<file path="src/design/assert_macros.svh">
// Assertion macros used by the timer queue top level.
`ifndef ASSERT_MACROS_SVH
`define ASSERT_MACROS_SVH

// Check that a condition holds at every clock edge outside reset.
`define ASSERT_ALWAYS(lbl, clk, rst_n, c) \
    lbl: assert property (@(posedge clk) disable iff (!rst_n) (c)) \
        else $error("timer queue check failed");

// Check that a condition implies another in the same cycle.
`define ASSERT_IMPL(lbl, clk, rst_n, a, c) \
    lbl: assert property (@(posedge clk) disable iff (!rst_n) (a) |-> (c)) \
        else $error("timer queue check failed");

// Check that a condition implies another in the next cycle.
`define ASSERT_NEXT(lbl, clk, rst_n, a, c) \
    lbl: assert property (@(posedge clk) disable iff (!rst_n) (a) |=> (c)) \
        else $error("timer queue check failed");

`endif

</file>
<file path="src/design/dltq_pkg.sv">
// Types and constants shared by the delta list timer queue.
package dltq_pkg;

    localparam int ID_BITS       = 4;
    localparam int EXT_TIME_BITS = 24;

    typedef enum logic [1:0] {
        REQ_ADD      = 2'd0,
        REQ_REMOVE   = 2'd1,
        REQ_ADVANCE  = 2'd2,
        REQ_RESERVED = 2'd3
    } t_req_type;

    localparam logic KIND_STATUS = 1'b0;
    localparam logic KIND_EXPIRY = 1'b1;

    typedef enum logic [2:0] {
        CO_HOLD     = 3'd0,
        CO_REMOVE   = 3'd1,
        CO_POP      = 3'd2,
        CO_INSERT   = 3'd3,
        CO_HEAD_SUB = 3'd4
    } t_cell_op;

    typedef struct packed {
        t_cell_op           op;
        logic [ID_BITS-1:0] id;
    } t_cell_ctl;

endpackage

</file>
<file path="src/design/dltq_cell.sv">
// One list cell: holds a timer entry and shifts with its neighbors.
module dltq_cell import dltq_pkg::*; #(
    parameter int IDX        = 0,
    parameter int NUM_TIMERS = 16,
    parameter int TIME_BITS  = 24,
    localparam int IW = $clog2(NUM_TIMERS)
) (
    input  logic                 i_clk,
    input  logic                 i_rst_n,
    input  t_cell_ctl            i_ctl,
    input  logic [IW-1:0]        i_pos,
    input  logic [TIME_BITS-1:0] i_new_delta,
    input  logic [TIME_BITS-1:0] i_new_period,
    input  logic                 i_new_periodic,
    input  logic [TIME_BITS-1:0] i_sub,
    input  logic                 i_prefix,
    output logic                 o_prefix,
    input  logic                 i_l_valid,
    input  logic [ID_BITS-1:0]   i_l_timer,
    input  logic [TIME_BITS-1:0] i_l_delta,
    input  logic [TIME_BITS-1:0] i_l_period,
    input  logic                 i_l_periodic,
    input  logic                 i_r_valid,
    input  logic [ID_BITS-1:0]   i_r_timer,
    input  logic [TIME_BITS-1:0] i_r_delta,
    input  logic [TIME_BITS-1:0] i_r_period,
    input  logic                 i_r_periodic,
    output logic                 o_valid,
    output logic [ID_BITS-1:0]   o_timer,
    output logic [TIME_BITS-1:0] o_delta,
    output logic [TIME_BITS-1:0] o_period,
    output logic                 o_periodic
);
    logic                 r_valid, n_valid;
    logic [ID_BITS-1:0]   r_timer, n_timer;
    logic [TIME_BITS-1:0] r_delta, n_delta;
    logic [TIME_BITS-1:0] r_period, n_period;
    logic                 r_periodic, n_periodic;
    logic                 w_hit;
    logic                 w_at_pos;
    logic                 w_above_pos;
    logic                 w_after_pos;

    assign w_hit       = (i_ctl.op == CO_REMOVE) && r_valid && (r_timer == i_ctl.id);
    assign o_prefix    = i_prefix | w_hit;
    assign w_at_pos    = (IW'(IDX) == i_pos);
    assign w_above_pos = (IW'(IDX) > i_pos);
    assign w_after_pos = (IDX >= 1) && (IW'(IDX - 1) == i_pos);

    always_comb begin
        n_valid    = r_valid;
        n_timer    = r_timer;
        n_delta    = r_delta;
        n_period   = r_period;
        n_periodic = r_periodic;
        case (i_ctl.op)
            CO_REMOVE, CO_POP: begin
                // close the gap: take the right neighbor from the hit onward
                if (i_prefix || w_hit) begin
                    n_valid    = i_r_valid;
                    n_timer    = i_r_timer;
                    n_delta    = i_r_delta;
                    n_period   = i_r_period;
                    n_periodic = i_r_periodic;
                end
                if (w_hit) begin
                    n_delta = i_r_delta + r_delta;
                end
            end
            CO_INSERT: begin
                if (w_at_pos) begin
                    n_valid    = 1'b1;
                    n_timer    = i_ctl.id;
                    n_delta    = i_new_delta;
                    n_period   = i_new_period;
                    n_periodic = i_new_periodic;
                end else if (w_above_pos) begin
                    n_valid    = i_l_valid;
                    n_timer    = i_l_timer;
                    n_delta    = w_after_pos ? (i_l_delta - i_sub) : i_l_delta;
                    n_period   = i_l_period;
                    n_periodic = i_l_periodic;
                end
            end
            CO_HEAD_SUB: begin
                if (IDX == 0) begin
                    n_delta = r_delta - i_sub;
                end
            end
            default: begin
            end
        endcase
    end

    always_ff @(posedge i_clk) begin
        if (!i_rst_n) begin
            r_valid <= 1'b0;
        end else begin
            r_valid <= n_valid;
        end
    end

    always_ff @(posedge i_clk) begin
        r_timer    <= n_timer;
        r_delta    <= n_delta;
        r_period   <= n_period;
        r_periodic <= n_periodic;
    end

    assign o_valid    = r_valid;
    assign o_timer    = r_timer;
    assign o_delta    = r_delta;
    assign o_period   = r_period;
    assign o_periodic = r_periodic;
endmodule

</file>
<file path="config.mk">
export PLATFORM = sky130hd
export DESIGN_NAME = dltq_cell
export DESIGN_NICKNAME = d
export VERILOG_FILES = /design/src/design/assert_macros.svh /design/src/design/dltq_pkg.sv /design/src/design/dltq_cell.sv
export SDC_FILE = /design/constraint.sdc
export NUM_CORES = 1
export LEC_CHECK = 0
export ABC_CLOCK_PERIOD_IN_PS = 3600
export BUFFER_PORTS_ARGS = -buffer_cell sky130_fd_sc_hd__buf_2
export CORE_MARGIN = 8
export CORE_UTILIZATION = 45
export CTS_CLUSTER_DIAMETER = 200
export DETAILED_ROUTE_END_ITERATION = 6
export PLACE_DENSITY = 0.75
export SYNTH_ARGS = -nofsm -noshare
export SYNTH_HDL_FRONTEND = slang
export SYNTH_SLANG_ARGS = --single-unit
</file>
<file path="constraint.sdc">
create_clock -name i_clk -period 3.6 [get_ports i_clk]
set_input_delay 0 -clock i_clk [delete_from_list [all_inputs] [get_ports i_clk]]
set_output_delay 0 -clock i_clk [all_outputs]
set_load 0.01 [all_outputs]
</file>
==> impl_metrics.toml <==
[outcome]
status = "finished clean"

[logic_synthesis]
netlist_instances = 708
synth_flop_cell = "edfxtp_1"
ys_warn_count = 0
syn_nets = 951
synth_top_family_by_area = "compound AO/OA/AOI/OAI gates"
synth-edff-count = 53
synth_xor_area_share_pct = 4.82
syn-cell-area_um2 = 5810
synth_adder_area_share_pct = 10.6
syn_area_per_cell_um2 = 8.21
yosys-mux-area-fraction_pct = 7.43
seq_area_frac_synth_pct = 27.7
yosysUniqueCellTypes = 69
synthSimpleGateAreaFrac_pct = 17.4
ys_ff_latch = 54
synth_compound_area_share_pct = 27.2
ys_async_sr_fraction_pct = 0

[placement]
place_hpwl_um = 16700
post-place-ws_ns = 0.588
port_buffers = 248
gp_congestion = 0.905

[sta]
relSlewSlack_pct = 19.2
max_freq_mhz = 335
tightestPinTransition_ns = 1.21
setup_violations = 0
hold_violations = 0
rsz0062_at_grt = "no"
fin_ws_ns = 0.613
maxSlewViolCount = 0
finalCritPeriodShare_pct = 83.0
finClkSkew_ns = 0.00965
fin_crit_ns = 2.99
fin_tns_setup_ns = 0

[setup_path]
critPathMaxStageDelay_ns = 0.41
r2r_slack_ns = 0.61
cp-start-kind = "flip-flop"
path_buf_inv = 2
worstSetupEndpointType = "flip-flop"
cp_top_family = "compound AO/OA/AOI/OAI gates"
cp.required_ns = 3.64
cp_max_fo = 5
cp_slowest_cell = "edfxtp_1"
crit_chain = "inv_1, ha_1, inv_1, fa_1, a21o_1, a221o_2, o211ai_4, a31oi_4, and4b_1, o31ai_1, o211ai_1"
critical_path_class = "flip-flop to flip-flop"
arrival_ns = 3.02
r2r-start = "o_delta[0]$_DFFE_PP_"
reg2reg_to = "o_delta[16]$_DFFE_PP_"
path_common_cell = "inv_1"
r2r_cells = 11

[run]
cap_violations = 0

[route]
totalWireLength_um = 21000
ant_nets = 0
top_layer = "met4"
wl_per_cell_um = 18.6
drt-initial-drc-count = 412
vias_per_cell = 5.61
drc = 0
drt_first_pass_iters = 4
wl_met1_um = 8100
wl_met3_um = 2070
dr_wl_met2_um = 10400
via_count = 6357

[min_path]
hp-start = "i_r_timer[1]"
hold_path.class = "input pin to flip-flop"
hold_end = "o_timer[1]$_DFFE_PP_"
whs_path_depth = 3

[clock_tree]
cts_buffers = 5
clock_path_buffers = 2
tritoncts = "yes"
clkSinkCount = 54
cts_max_level = 2
clock-root-buffer = "clkbuf_16"
clk_latency_ns = 0.30
postCtsSetupBuffers = 0
clk_pin_slew_ns = 0.07

[final_layout]
final_cell_mix = "buf_2 (248), nand2_1 (106), a21oi_1 (70)"
area_growth_pct = 31.1
final_common_cell = "buf_2"
drive_above_1_share_pct = 29.2
final_nets = 1202

[pwr]
vdd_drop_max_uv = 182
p_per_area_nw_per_um2 = 302
p_leak_nw = 3.52

[global_route]
overflow = 0
antenna_found_initial = 0
grt_max_degree = 52
grt_first_pass_wirelength_um = 32200
grt_pass1_vias = 6367
track_usage_pct = 24.3

[floorplanning]
die_x_um = 130
start_util_pct = 46.1
boundaryPins = 250
die_h_um = 130
die-area_um2 = 16800
row_count = 41
fp.coreArea_um2 = 12600
stage by stage:
stage | power (mW) | instance area (um2) | hold slack (ns) | util (%) | std cells
6_report | 2.30 | 7620 | 0.00497 | 60.4 | 1133
5_1_grt | 2.42 | 7620 | 0.00577 | 60.4 | 1132
4_1_cts | 2.29 | 7620 | 0.00420 | 60.4 | 1132
3_5_place_dp | 1.71 | 7230 | 0.236 | 57.3 | 1102
3_3_place_gp | 1.70 | 7230 | 0.231 | 57.3 | 1102
2_1_floorplan | 1.39 | 5820 | 0.126 | - | 708
cells by family after synthesis:
family                   count (synthesis)
AND/OR/NAND/NOR                        217
flip-flops                              54
multiplexers                            43
AO/OA/AOI/OAI                          243
XOR/XNOR                                32
buffers and inverters                   71
adder cells (fa/ha/maj)                 48
tightest hold or removal path, cell delays in order:
cell	delay, ns
buf_2	0.08
nand2_1	0.04
o21ai_0	0.07
power by group:
part | switching (mW) | leakage, nW | internal (mW) | total, mW
Sequential | 0.0321 | 0.502 | 0.756 | 0.789
Combinational | 0.523 | 2.94 | 0.414 | 0.937
Clock | 0.244 | 0.0771 | 0.330 | 0.573
layout make-up:
type / count / area (um2)
flip-flops and latches: 54 / 1610
clock buffers: 6 / 129
diodes: 1 / 2.50
repair buffers: 281 / 1560
multi-input cells: 583 / 3940
clock inverters: 2 / 37.5
inverters: 34 / 128
well taps: 172 / 215
fillers: 1176 / 5000
repair_timing:
action | in CTS | in global routing
hold buffers | 22 | 0
gates resized for setup | 0 | 0
hold endpoints to repair | 22 | 0
per-layer routing:
layer,vias up,track usage [%]
li1,3154,-
met1,2883,27.6
met2,287,43.4
met3,33,6.37
met4,0,7.45
met5,-,0
worst max path at each step:
stage	startpoint	to	slack (ns)	cells after the start
floorplan	o_timer[1]$_DFFE_PP_	o_delta[0]$_DFFE_PP_	0.32	6
global placement	o_delta[0]$_DFFE_PP_	o_delta[20]$_DFFE_PP_	0.66	11
detailed placement	o_delta[0]$_DFFE_PP_	o_delta[16]$_DFFE_PP_	0.59	11
CTS	o_delta[0]$_DFFE_PP_	o_delta[16]$_DFFE_PP_	0.59	11
global route	o_delta[0]$_DFFE_PP_	o_delta[16]$_DFFE_PP_	0.49	11
finish	o_delta[0]$_DFFE_PP_	o_delta[16]$_DFFE_PP_	0.61	11
registers in the layout (all words and copies together), names as in the netlist:
name / flops
o_period: 24
o_delta: 24
o_timer: 4
o_periodic: 1
o_valid: 1
cell usage after synthesis, drive strengths merged, types with 11 or more instances:
master / number / area, um2
a21oi: 71 / 355
edfxtp: 53 / 1590
clkbuf: 27 / 101
inv: 34 / 128
ha: 46 / 576
nand3: 16 / 80.1
nor3: 14 / 70.1
mux2i: 42 / 420
nand2: 107 / 402
o21ai: 65 / 325
a21o: 26 / 195
o211ai: 11 / 96.3
xor2: 15 / 131
nor2: 28 / 105
xnor2: 17 / 149
(Power assumes the default switching activity.)
