==> src/design/assert_macros.svh <==
// Assertion macros used by the timer queue top level.
`ifndef ASSERT_MACROS_SVH
`define ASSERT_MACROS_SVH

// Check that a condition holds at every clock edge outside reset.
`define ASSERT_ALWAYS(lbl, clk, rst_n, c) \
    lbl: assert property (@(posedge clk) disable iff (!rst_n) (c)) \
        else $error("timer queue check failed");

// Check that a condition implies another in the same cycle.
`define ASSERT_IMPL(lbl, clk, rst_n, a, c) \
    lbl: assert property (@(posedge clk) disable iff (!rst_n) (a) |-> (c)) \
        else $error("timer queue check failed");

// Check that a condition implies another in the next cycle.
`define ASSERT_NEXT(lbl, clk, rst_n, a, c) \
    lbl: assert property (@(posedge clk) disable iff (!rst_n) (a) |=> (c)) \
        else $error("timer queue check failed");

`endif

==> src/design/dltq_ram.sv <==
// Generic single-write, single-read RAM with registered read data.
module dltq_ram #(
    parameter int WIDTH = 8,
    parameter int DEPTH = 16,
    localparam int AW = (DEPTH > 1) ? $clog2(DEPTH) : 1
) (
    input  logic             i_clk,
    input  logic             i_we,
    input  logic [AW-1:0]    i_waddr,
    input  logic [WIDTH-1:0] i_wdata,
    input  logic [AW-1:0]    i_raddr,
    output logic [WIDTH-1:0] o_rdata
);
    logic [WIDTH-1:0] r_mem [DEPTH];
    logic [WIDTH-1:0] r_rdata;

    always_ff @(posedge i_clk) begin
        if (i_we) begin
            r_mem[i_waddr] <= i_wdata;
        end
        r_rdata <= r_mem[i_raddr];
    end

    assign o_rdata = r_rdata;
endmodule

==> config.mk <==
export PLATFORM = sky130hd
export DESIGN_NAME = dltq_ram
export DESIGN_NICKNAME = d
export VERILOG_FILES = /design/src/design/assert_macros.svh /design/src/design/dltq_ram.sv
export SDC_FILE = /design/constraint.sdc
export NUM_CORES = 1
export LEC_CHECK = 0
export ABC_AREA = 1
export BUFFER_PORTS_ARGS = -buffer_cell sky130_fd_sc_hd__buf_2
export CORE_ASPECT_RATIO = 2
export CORE_MARGIN = 4
export CORE_UTILIZATION = 52
export CTS_BUF_LIST = sky130_fd_sc_hd__clkbuf_4 sky130_fd_sc_hd__clkbuf_8
export CTS_CLUSTER_DIAMETER = 100
export DETAILED_ROUTE_END_ITERATION = 12
export PLACE_DENSITY = 0.74
export SYNTH_ARGS = -nofsm -noshare
export SYNTH_HDL_FRONTEND = slang
export SYNTH_SLANG_ARGS = --single-unit
export TNS_END_PERCENT = 1
==> constraint.sdc <==
create_clock -name i_clk -period 1.2 [get_ports i_clk]
set_input_delay 0.12 -clock i_clk [delete_from_list [all_inputs] [get_ports i_clk]]
set_output_delay 0.12 -clock i_clk [all_outputs]
set_load 0.05 [all_outputs]
==> results of run 1 <==
kinds of logic after synthesis:
family | after synthesis
flops | 136
buf+inv | 126
simple gates | 289
final cells by class:
type | count | share of cell area
Multi-Input combinational cell | 289 | 0.185
Clock inverter | 11 | 0.0199
Sequential cell | 136 | 0.611
Inverter | 102 | 0.0584
Timing Repair Buffer | 49 | 0.0584
Tap cell | 140 | 0.0267
Clock buffer | 21 | 0.0403
synthesized netlist by cell type:
cell type,count,area [um^2]
sky130_fd_sc_hd__nand3_1,97,485
sky130_fd_sc_hd__nand3b_1,2,15.0
sky130_fd_sc_hd__buf_1,1,3.75
sky130_fd_sc_hd__inv_1,100,375
sky130_fd_sc_hd__buf_2,13,65.1
sky130_fd_sc_hd__dfxtp_1,8,160
sky130_fd_sc_hd__nand2_1,173,649
sky130_fd_sc_hd__edfxtp_1,128,3840
sky130_fd_sc_hd__inv_2,2,7.51
sky130_fd_sc_hd__nor2_1,17,63.8
sky130_fd_sc_hd__buf_6,6,67.6
sky130_fd_sc_hd__buf_4,4,30.0
registers in the layout (all words and copies together) (netlist names):
| register | cells |
|---|---|
| o_rdata | 8 |
| r_mem | 128 |
per-stage QoR:
step                      cells  hold WS [ps]  utilization  power, W
final                       748          54.9        0.602   0.00981
after detailed placement    716           489        0.566   0.00623
after global placement      716           489        0.566   0.00621
after floorplan             551           219            -   0.00592
after global routing        748          34.3        0.602    0.0102
after CTS                   748          26.5        0.602   0.00989
how the worst min path moves through the flow:
stage,to,from
after global routing,o_rdata[7],i_raddr[3]
final,o_rdata[7],i_raddr[3]
after detailed placement,o_rdata[7],i_raddr[3]
after CTS,o_rdata[7],i_raddr[3]
after global placement,o_rdata[7],i_raddr[3]
after floorplan,r_mem[0][0],i_wdata[0]
report_power, final:
group / internal, W / switching [W]
clock: 0.00211 / 0.00157
sequential: 0.00531 / 0.0000302
combinational: 0.000221 / 0.000567
layer usage:
metal | part of all wire | global-route usage | wire, um | vias to the layer above
met2 | 0.57 | 0.401 | 7420 | 116
met5 | 0 | 0 | 0 | -
met1 | 0.35 | 0.234 | 4540 | 1871
li1 | - | - | - | 1860
met4 | 0.029 | 0.0872 | 381 | 0
met3 | 0.047 | 0.0556 | 607 | 29
what timing repair did:
action / in CTS / in global routing
resized for setup: 0 / 1
endpoints found under the setup margin: 0 / 1
hold buffers: 0 / 0
==> metrics.txt, run 1 <==
# TYPE chip_impl_metric gauge
chip_impl_info{name="status",value="finished clean"} 1
chip_impl_metric{name="synthesis.area",unit="um^2"} 5770
chip_impl_info{name="hold_class",value="primary input to flip-flop"} 1
chip_impl_metric{name="placement.setup.worst_slack",unit="ps"} -19.3
chip_impl_info{name="crit_path_cells",value="buf_2"} 1
chip_impl_info{name="mostFrequentLayoutCells",value="sky130_fd_sc_hd__nand2_1, sky130_fd_sc_hd__edfxtp_1, sky130_fd_sc_hd__inv_1"} 1
chip_impl_metric{name="final_hold_viol_count",unit=""} 0
chip_impl_metric{name="finalWorstPathRequiredPeriod",unit="ps"} 1150
chip_impl_metric{name="globalRoute.totalOverflow",unit=""} 0
chip_impl_info{name="worst_r2r_startpoint",value="r_mem[4][4]"} 1
chip_impl_metric{name="number_of_max_cap_violations",unit=""} 0
chip_impl_metric{name="totalWireLength",unit="um"} 12900
chip_impl_info{name="main_combinational_cell_family_by_area_after_synthesis",value="simple AND/OR/NAND/NOR gates"} 1
chip_impl_metric{name="hold_depth",unit=""} 3
chip_impl_metric{name="fin_area",unit="um^2"} 6550
chip_impl_metric{name="dieWidth",unit="um"} 82.5
chip_impl_info{name="setup.worst_path.class",value="flip-flop to output pin"} 1
chip_impl_metric{name="cts_max_level",unit=""} 4
chip_impl_metric{name="worstPathMaxFanout",unit=""} 1
chip_impl_metric{name="f_max",unit="MHz"} 870
chip_impl_metric{name="synth-compound-area-share",unit=""} 0
chip_impl_metric{name="yosys.area_share.simple",unit=""} 0.210
chip_impl_metric{name="grt_start_max_net_pins",unit=""} 65
chip_impl_metric{name="drt-wirelength-per-cell",unit="um"} 17.3
chip_impl_info{name="crit_path_end_kind",value="output pin"} 1
chip_impl_info{name="start_kind",value="flip-flop"} 1
chip_impl_metric{name="final.fill_count",unit=""} 918
chip_impl_metric{name="io_buffers",unit=""} 25
chip_impl_metric{name="worst_ir_drop_on_vdd",unit="mV"} 0.825
chip_impl_metric{name="drc",unit=""} 0
chip_impl_metric{name="clock_skew",unit="ps"} 6.50
chip_impl_metric{name="coreArea",unit="um^2"} 10900
chip_impl_info{name="setup.worst_path.end",value="o_rdata[6]"} 1
chip_impl_metric{name="design.die.area",unit="um^2"} 12900
chip_impl_metric{name="post_synth_num_cell_types",unit=""} 12
chip_impl_metric{name="cpPeakStageDelay",unit="ps"} 330
chip_impl_metric{name="chipHeight",unit="um"} 157
chip_impl_metric{name="grt_antenna_before_repair",unit=""} 0
chip_impl_metric{name="clock_path_buffers",unit=""} 2
chip_impl_metric{name="via_per_inst",unit=""} 5.18
chip_impl_metric{name="io_pins",unit=""} 26
chip_impl_metric{name="first_global_vias",unit=""} 3806
chip_impl_metric{name="drt_pass1_iterations",unit=""} 5
chip_impl_metric{name="layout-drive-gt1-share",unit=""} 0.132
chip_impl_info{name="clk_root_buffer_cell",value="sky130_fd_sc_hd__clkbuf_8"} 1
chip_impl_metric{name="finalSetupViolations",unit=""} 0
chip_impl_metric{name="p_leak",unit="nW"} 2.88
chip_impl_metric{name="layout_worst_path_cycle_share",unit=""} 0.958
chip_impl_metric{name="numClockSinks",unit=""} 136
chip_impl_metric{name="timing.critical_path.depth",unit=""} 1
chip_impl_metric{name="r2r_cells",unit=""} 6
chip_impl_metric{name="route.antenna.remaining_nets",unit=""} 0
chip_impl_metric{name="diodes",unit=""} 0
chip_impl_metric{name="detailed_place_hpwl",unit="um"} 8680
chip_impl_metric{name="cts_buffers",unit=""} 17
chip_impl_metric{name="core.rowCount",unit=""} 54
chip_impl_metric{name="yosys_warnings",unit=""} 0
chip_impl_metric{name="tns",unit="ps"} 0
chip_impl_metric{name="cp.arrival",unit="ps"} 1030
chip_impl_info{name="tritoncts",value="built"} 1
chip_impl_metric{name="flow.area_growth_from_synthesis",unit="%"} 13.6
chip_impl_metric{name="synth_fa_ha_area_frac",unit=""} 0
chip_impl_info{name="rsz0062_at_grt",value="false"} 1
chip_impl_metric{name="wire_length_of_the_first_global_routing_pass",unit="um"} 20000
chip_impl_metric{name="synth_cells",unit=""} 551
chip_impl_metric{name="mux_contribution_to_synthesized_area",unit=""} 0
chip_impl_metric{name="final_nets",unit=""} 613
chip_impl_metric{name="multi_input_area",unit="um^2"} 1210
chip_impl_metric{name="post_cts.repair.setup_buffers",unit=""} 0
chip_impl_metric{name="tightest_slew",unit="ps"} 406
chip_impl_metric{name="synth_area_per_cell",unit="um^2"} 10.5
chip_impl_info{name="critical_path.top_delay_family",value="flip-flops"} 1
chip_impl_metric{name="dpl-instance-area",unit="um^2"} 6160
chip_impl_metric{name="pwr_density_cell",unit="nW/um^2"} 1500
chip_impl_metric{name="final_setup_margin",unit="ps"} 50.3
chip_impl_metric{name="floorplan.initialDensity",unit=""} 0.530
chip_impl_info{name="layout.cells.most_common",value="sky130_fd_sc_hd__nand2_1"} 1
chip_impl_metric{name="relSlewSlack",unit=""} 0.730
chip_impl_metric{name="ys_ff_latch",unit=""} 136
chip_impl_metric{name="worst_ep_required_time",unit="ps"} 1080
chip_impl_metric{name="seq_area_frac_synth",unit=""} 0.694
chip_impl_metric{name="critical_path.n_buffers_inverters",unit=""} 1
chip_impl_metric{name="r2r_setup_slack",unit="ps"} 170
chip_impl_metric{name="synth_xor_area_frac",unit=""} 0
chip_impl_metric{name="groute.usage.overall",unit=""} 0.220
chip_impl_metric{name="vias",unit=""} 3876
chip_impl_metric{name="area.sequential",unit="um^2"} 4000
chip_impl_info{name="slowest_stage",value="sky130_fd_sc_hd__dfxtp_1"} 1
chip_impl_metric{name="drt-initial-drc-count",unit=""} 177
chip_impl_info{name="timing.rr.end",value="o_rdata[4]"} 1
chip_impl_info{name="critical_path.startpoint",value="o_rdata[6]"} 1
chip_impl_metric{name="postSynthNetCount",unit=""} 569
chip_impl_metric{name="worst_setup_hold_path_clk_slew",unit="ps"} 70
chip_impl_metric{name="place.gp.congestion",unit=""} 0.857
chip_impl_metric{name="clock_latency",unit="ps"} 430
chip_impl_metric{name="slew_violations",unit=""} 0
No activity file was read; power rests on OpenSTA's default activity.
==> inputs of run 2 (changes only) <==
--- a/config.mk
+++ b/config.mk
@@ -13,6 +13,7 @@
 export CTS_BUF_LIST = sky130_fd_sc_hd__clkbuf_4 sky130_fd_sc_hd__clkbuf_8
 export CTS_CLUSTER_DIAMETER = 100
 export DETAILED_ROUTE_END_ITERATION = 12
+export MAX_ROUTING_LAYER = met4
 export PLACE_DENSITY = 0.74
 export SYNTH_ARGS = -nofsm -noshare
 export SYNTH_HDL_FRONTEND = slang
==> constraint.sdc (replaced) <==
create_clock -name i_clk -period 1.2 [get_ports i_clk]
set_input_delay 0.06 -clock i_clk [delete_from_list [all_inputs] [get_ports i_clk]]
set_output_delay 0.06 -clock i_clk [all_outputs]
set_load 0.05 [all_outputs]
==> run 2 against run 1 <==
Against the previous run: first-iteration DRC count is 29% higher; hold slack worse by 10 ps; clock power is 20% higher; worst setup slack better by 17 ps; sequential power hardly changed; sequential cell count stayed put; cell count is 0.13% higher; fmax is 1.5% higher; core utilization is 0.62 points higher; critical path type unchanged; largest cell class unchanged; highest routed layer unchanged.
==> metrics.txt, run 2 (synthesis results as in run 1) <==
# TYPE chip_impl_metric gauge
chip_impl_metric{name="floorplan.initialDensity",unit=""} 0.530
chip_impl_metric{name="diodes",unit=""} 0
chip_impl_metric{name="first_global_vias",unit=""} 3757
chip_impl_metric{name="critical_path.n_buffers_inverters",unit=""} 1
chip_impl_metric{name="drt-wirelength-per-cell",unit="um"} 17.5
chip_impl_metric{name="finalWorstPathRequiredPeriod",unit="ps"} 1130
chip_impl_info{name="largest-register",value="r_mem"} 1
chip_impl_metric{name="clock_skew",unit="ps"} 12.7
chip_impl_info{name="layout.cells.most_common",value="sky130_fd_sc_hd__nand2_1"} 1
chip_impl_info{name="crit_path_end_kind",value="output pin"} 1
chip_impl_metric{name="final_hold_viol_count",unit=""} 0
chip_impl_metric{name="finalSetupViolations",unit=""} 0
chip_impl_metric{name="wire_length_of_the_first_global_routing_pass",unit="um"} 20200
chip_impl_metric{name="f_max",unit="MHz"} 883
chip_impl_metric{name="layout_worst_path_cycle_share",unit=""} 0.944
chip_impl_metric{name="power.share.combinational",unit=""} 0.074
chip_impl_metric{name="globalRoute.totalOverflow",unit=""} 0
chip_impl_info{name="critical_path.top_delay_family",value="flip-flops"} 1
chip_impl_info{name="rsz0062_at_grt",value="false"} 1
chip_impl_info{name="setup.worst_path.end",value="o_rdata[6]"} 1
chip_impl_metric{name="switching_share",unit=""} 0.218
chip_impl_metric{name="dieWidth",unit="um"} 82.5
chip_impl_metric{name="drc",unit=""} 0
chip_impl_metric{name="power_frac_seq",unit=""} 0.508
chip_impl_metric{name="worstPathMaxFanout",unit=""} 1
chip_impl_metric{name="coreArea",unit="um^2"} 10900
chip_impl_metric{name="worst_setup_hold_path_clk_slew",unit="ps"} 70
chip_impl_metric{name="worst_ep_required_time",unit="ps"} 1140
chip_impl_metric{name="via_per_inst",unit=""} 5.17
chip_impl_metric{name="largest_reg_flops",unit=""} 128
chip_impl_metric{name="timing.critical_path.depth",unit=""} 1
chip_impl_metric{name="grt_start_max_net_pins",unit=""} 65
chip_impl_metric{name="tightest_slew",unit="ps"} 395
chip_impl_metric{name="place.gp.congestion",unit=""} 0.882
chip_impl_metric{name="number_of_max_cap_violations",unit=""} 0
chip_impl_metric{name="slew_violations",unit=""} 0
chip_impl_info{name="tritoncts",value="built"} 1
chip_impl_metric{name="drt-initial-drc-count",unit=""} 228
chip_impl_metric{name="worst_ir_drop_on_vdd",unit="mV"} 0.986
chip_impl_info{name="timing.rr.end",value="o_rdata[4]"} 1
chip_impl_metric{name="p_int",unit="W"} 0.00822
chip_impl_metric{name="io_pins",unit=""} 26
chip_impl_metric{name="cts_buffers",unit=""} 17
chip_impl_metric{name="post_cts_resized",unit=""} 0
chip_impl_metric{name="chipHeight",unit="um"} 157
chip_impl_info{name="clk_root_buffer_cell",value="sky130_fd_sc_hd__clkbuf_8"} 1
chip_impl_info{name="critical_path.startpoint",value="o_rdata[6]"} 1
chip_impl_metric{name="design.die.area",unit="um^2"} 12900
chip_impl_metric{name="r2r_cells",unit=""} 6
chip_impl_metric{name="vias",unit=""} 3873
chip_impl_info{name="start_kind",value="flip-flop"} 1
chip_impl_metric{name="r2r_setup_slack",unit="ps"} 160
chip_impl_metric{name="clock_latency",unit="ps"} 440
chip_impl_info{name="slowest_stage",value="sky130_fd_sc_hd__dfxtp_1"} 1
chip_impl_info{name="crit_path_cells",value="buf_2"} 1
chip_impl_metric{name="hold_slack",unit="ps"} 44.8
chip_impl_metric{name="totalWireLength",unit="um"} 13100
chip_impl_metric{name="cts_max_level",unit=""} 4
chip_impl_info{name="status",value="finished clean"} 1
chip_impl_metric{name="detailed_place_hpwl",unit="um"} 8570
chip_impl_metric{name="cp.arrival",unit="ps"} 1070
chip_impl_info{name="setup.worst_path.class",value="flip-flop to output pin"} 1
chip_impl_metric{name="route.antenna.remaining_nets",unit=""} 0
chip_impl_metric{name="p_sw",unit="W"} 0.00229
chip_impl_metric{name="clockPowerShare",unit=""} 0.418
chip_impl_info{name="mostFrequentLayoutCells",value="sky130_fd_sc_hd__nand2_1, sky130_fd_sc_hd__edfxtp_1, sky130_fd_sc_hd__inv_1"} 1
chip_impl_metric{name="grt_antenna_before_repair",unit=""} 0
chip_impl_info{name="worst_r2r_startpoint",value="r_mem[15][4]"} 1
chip_impl_metric{name="pwr_density_cell",unit="nW/um^2"} 1590
chip_impl_metric{name="relSlewSlack",unit=""} 0.737
chip_impl_metric{name="drt_pass1_iterations",unit=""} 5
chip_impl_metric{name="tns",unit="ps"} 0
chip_impl_metric{name="core.rowCount",unit=""} 54
chip_impl_metric{name="numClockSinks",unit=""} 136
chip_impl_metric{name="final_nets",unit=""} 614
chip_impl_metric{name="clock_path_buffers",unit=""} 2
chip_impl_metric{name="layout-drive-gt1-share",unit=""} 0.136
chip_impl_metric{name="final.fill_count",unit=""} 877
chip_impl_info{name="hold_class",value="primary input to flip-flop"} 1
chip_impl_metric{name="io_buffers",unit=""} 25
chip_impl_metric{name="groute.usage.overall",unit=""} 0.231
chip_impl_metric{name="flow.area_growth_from_synthesis",unit="%"} 14.8
chip_impl_metric{name="p_leak",unit="nW"} 2.90
chip_impl_metric{name="cpPeakStageDelay",unit="ps"} 360
## run 2: through the flow
stage	power (W)	util	cells	worst slack, ps	area, um^2
2_1_floorplan	0.00592	-	551	189	5770
3_3_place_gp	0.00620	0.564	716	32.6	6130
3_5_place_dp	0.00622	0.564	716	40.3	6130
4_1_cts	0.0106	0.609	749	39.9	6620
5_1_grt	0.0109	0.609	749	17.4	6620
6_report	0.0105	0.609	749	67.7	6620
## run 2: power by group through the flow
stage | Combinational (W) | Clock, W | Sequential [W]
global placement | 0.000761 | 0 | 0.00544
detailed placement | 0.000778 | 0 | 0.00544
finish | 0.000777 | 0.00440 | 0.00534
global route | 0.000852 | 0.00466 | 0.00534
floorplan | 0.000375 | 0 | 0.00554
CTS | 0.000785 | 0.00447 | 0.00534
## run 2: metal layers
metal  GRT usage  vias up  routed length (um)
met5           -        -                   0
met1       0.236     1850                4430
met3      0.0544       38                 703
li1            -     1856                   -
met4       0.147        0                 682
met2       0.383      129                7320
## run 2: worst min path at each step
| stage | slack [ps] | cells after the start | to | from |
|---|---|---|---|---|
| after CTS | 30 | 1 | r_mem[1][2] | i_wdata[2] |
| after floorplan | 160 | 0 | r_mem[0][0] | i_wdata[0] |
| after global routing | 30 | 1 | r_mem[1][2] | i_wdata[2] |
| final | 40 | 1 | r_mem[1][2] | i_wdata[2] |
| after detailed placement | 420 | 3 | o_rdata[0] | i_raddr[3] |
| after global placement | 430 | 3 | o_rdata[2] | i_raddr[3] |
## run 2: what timing repair did
| item | CTS | global route |
|---|---|---|
| hold buffers | 1 | 0 |
| endpoints found under the hold margin | 8 | 0 |
| setup buffers | 0 | 0 |
## run 2: area by class of cell
| type | instances | area [um^2] | area share |
|---|---|---|---|
| Inverter | 102 | 383 | 0.0578 |
| Clock buffer | 22 | 290 | 0.0438 |
| Clock inverter | 10 | 189 | 0.0285 |
| Sequential cell | 136 | 4000 | 0.605 |
| Multi-Input combinational cell | 289 | 1210 | 0.183 |
| Timing Repair Buffer | 50 | 365 | 0.0552 |
| Tap cell | 140 | 175 | 0.0265 |
==> inputs of run 3 (changes only) <==
--- a/config.mk
+++ b/config.mk
@@ -13,6 +13,7 @@
 export CTS_BUF_LIST = sky130_fd_sc_hd__clkbuf_4 sky130_fd_sc_hd__clkbuf_8
 export CTS_CLUSTER_DIAMETER = 100
 export DETAILED_ROUTE_END_ITERATION = 12
+export HOLD_SLACK_MARGIN = 0.15
 export MAX_ROUTING_LAYER = met4
 export PLACE_DENSITY = 0.74
 export SYNTH_ARGS = -nofsm -noshare
==> run 3 against run 2 <==
Against the previous run: clock power hardly changed; final area up 1.2%; largest cell class unchanged; combinational power rose by 2.8%; fmax is 0.28% lower; core utilization grew 0.74 points; non-clock buffer count is 8 higher.
==> metrics.txt, run 3 (synthesis results as in run 1) <==
# TYPE chip_impl_metric gauge
chip_impl_metric{name="final_nets",unit=""} 622
chip_impl_metric{name="route.antenna.remaining_nets",unit=""} 0
chip_impl_metric{name="p_leak",unit="nW"} 2.94
chip_impl_info{name="layout.cells.most_common",value="sky130_fd_sc_hd__nand2_1"} 1
chip_impl_metric{name="globalRoute.totalOverflow",unit=""} 0
chip_impl_metric{name="cts_buffers",unit=""} 17
chip_impl_metric{name="cts_max_level",unit=""} 4
chip_impl_info{name="start_kind",value="flip-flop"} 1
chip_impl_metric{name="stdcell_count",unit=""} 757
chip_impl_metric{name="drt-wirelength-per-cell",unit="um"} 17.5
chip_impl_info{name="tritoncts",value="built"} 1
chip_impl_metric{name="tightest_slew",unit="ps"} 396
chip_impl_metric{name="place.gp.congestion",unit=""} 0.882
chip_impl_info{name="mostFrequentLayoutCells",value="sky130_fd_sc_hd__nand2_1, sky130_fd_sc_hd__edfxtp_1, sky130_fd_sc_hd__inv_1"} 1
chip_impl_metric{name="dieWidth",unit="um"} 82.5
chip_impl_info{name="slowest_stage",value="sky130_fd_sc_hd__dfxtp_1"} 1
chip_impl_metric{name="chipHeight",unit="um"} 157
chip_impl_metric{name="hold_depth",unit=""} 6
chip_impl_metric{name="core.rowCount",unit=""} 54
chip_impl_metric{name="drt_pass1_iterations",unit=""} 4
chip_impl_info{name="hold_class",value="primary input to flip-flop"} 1
chip_impl_metric{name="finalWorstPathRequiredPeriod",unit="ps"} 1140
chip_impl_metric{name="r2r_cells",unit=""} 6
chip_impl_info{name="rsz0062_at_grt",value="false"} 1
chip_impl_metric{name="finalSetupViolations",unit=""} 0
chip_impl_info{name="hold-path-endpoint",value="o_rdata[7]"} 1
chip_impl_info{name="largest-register",value="r_mem"} 1
chip_impl_metric{name="layout_worst_path_cycle_share",unit=""} 0.946
chip_impl_metric{name="clock_skew",unit="ps"} 12.6
chip_impl_metric{name="drc",unit=""} 0
chip_impl_metric{name="r2r_setup_slack",unit="ps"} 150
chip_impl_info{name="critical_path.top_delay_family",value="flip-flops"} 1
chip_impl_metric{name="relSlewSlack",unit=""} 0.736
chip_impl_metric{name="worst_ep_required_time",unit="ps"} 1140
chip_impl_metric{name="tns",unit="ps"} 0
chip_impl_metric{name="cts_hold_buf",unit=""} 9
chip_impl_metric{name="post_cts.repair.setup_buffers",unit=""} 0
chip_impl_metric{name="final.fill_count",unit=""} 865
chip_impl_info{name="worst_r2r_startpoint",value="r_mem[15][4]"} 1
chip_impl_info{name="crit_path_cells",value="buf_2"} 1
chip_impl_metric{name="hold_slack",unit="ps"} 162
chip_impl_metric{name="grt_antenna_before_repair",unit=""} 0
chip_impl_metric{name="utilization",unit=""} 0.616
chip_impl_metric{name="clock_path_buffers",unit=""} 2
chip_impl_metric{name="layout-drive-gt1-share",unit=""} 0.135
chip_impl_metric{name="clock_latency",unit="ps"} 440
chip_impl_metric{name="dp.cells",unit=""} 716
chip_impl_metric{name="via_per_inst",unit=""} 5.17
chip_impl_metric{name="f_max",unit="MHz"} 881
chip_impl_metric{name="io_pins",unit=""} 26
chip_impl_metric{name="grt_start_max_net_pins",unit=""} 65
chip_impl_metric{name="cpPeakStageDelay",unit="ps"} 360
chip_impl_info{name="timing.rr.end",value="o_rdata[4]"} 1
chip_impl_metric{name="first_global_vias",unit=""} 3813
chip_impl_metric{name="worstPathMaxFanout",unit=""} 1
chip_impl_info{name="hold_path_startpoint",value="i_raddr[1]"} 1
chip_impl_metric{name="flow.area_growth_from_synthesis",unit="%"} 16.2
chip_impl_metric{name="coreArea",unit="um^2"} 10900
chip_impl_metric{name="slew_violations",unit=""} 0
chip_impl_metric{name="largest_reg_flops",unit=""} 128
chip_impl_metric{name="design.die.area",unit="um^2"} 12900
chip_impl_metric{name="vias",unit=""} 3914
chip_impl_metric{name="worst_setup_hold_path_clk_slew",unit="ps"} 70
chip_impl_metric{name="detailed_place_hpwl",unit="um"} 8570
chip_impl_metric{name="floorplan.initialDensity",unit=""} 0.530
chip_impl_metric{name="drt-initial-drc-count",unit=""} 202
chip_impl_metric{name="worst_ir_drop_on_vdd",unit="mV"} 0.958
chip_impl_metric{name="post_cts_resized",unit=""} 0
chip_impl_info{name="status",value="finished clean"} 1
chip_impl_metric{name="diodes",unit=""} 0
chip_impl_metric{name="number_of_max_cap_violations",unit=""} 0
chip_impl_metric{name="final_hold_viol_count",unit=""} 0
chip_impl_metric{name="io_buffers",unit=""} 25
chip_impl_metric{name="numClockSinks",unit=""} 136
chip_impl_metric{name="total_power",unit="W"} 0.0105
chip_impl_info{name="clk_root_buffer_cell",value="sky130_fd_sc_hd__clkbuf_8"} 1
chip_impl_info{name="crit_path_end_kind",value="output pin"} 1
chip_impl_metric{name="critical_path.n_buffers_inverters",unit=""} 1
chip_impl_info{name="setup.worst_path.class",value="flip-flop to output pin"} 1
chip_impl_metric{name="groute.usage.overall",unit=""} 0.232
chip_impl_metric{name="wire_length_of_the_first_global_routing_pass",unit="um"} 20400
chip_impl_metric{name="pwr_density_cell",unit="nW/um^2"} 1570
chip_impl_metric{name="totalWireLength",unit="um"} 13300
chip_impl_metric{name="cp.arrival",unit="ps"} 1080
==> run 3: cell types whose count changed in the layout (fill, tap and decap cells not counted), sizes merged <==
cell | before | now
dlygate4sd3 | 1 | 9
==> run 3: power by group <==
part           switching [W]  internal, W  leakage [nW]  total [W]
Combinational       0.000571     0.000229          1.47   0.000799
Sequential         0.0000321      0.00530          1.22    0.00534
Clock                0.00170      0.00270         0.241    0.00441
Total                0.00231      0.00824          2.94     0.0105
==> run 3: worst max-delay path by stage <==
stage                    start      endpoint  slack [ps]  cells after the start
floorplan           i_waddr[2]  r_mem[10][0]         190                      2
global placement    i_raddr[0]    o_rdata[4]          30                      7
detailed placement  i_raddr[0]    o_rdata[4]          40                      7
CTS                 o_rdata[6]    o_rdata[6]          40                      1
global route        o_rdata[6]    o_rdata[6]          20                      1
finish              o_rdata[6]    o_rdata[6]          60                      1
==> run 3: layer usage <==
layer	vias up	track usage	routed length (um)
met1	1857	0.240	4470
met5	-	-	0
met2	142	0.384	7350
met4	0	0.151	705
li1	1874	-	-
met3	41	0.0544	735
==> run 3: metrics by stage <==
step,worst slack (ps),area (um^2)
2_1_floorplan,189,5770
3_3_place_gp,32.6,6130
3_5_place_dp,40.3,6130
4_1_cts,39.9,6700
5_1_grt,17.4,6700
6_report,64.6,6700
==> run 3: area by class of cell <==
type,instances,area [um^2],area share
multi-input combinational,289,1210,0.181
tap,140,175,0.0261
clock inverter,10,189,0.0282
timing repair buffer,58,445,0.0665
sequential,136,4000,0.598
inverter,102,383,0.0571
clock buffer,22,290,0.0433
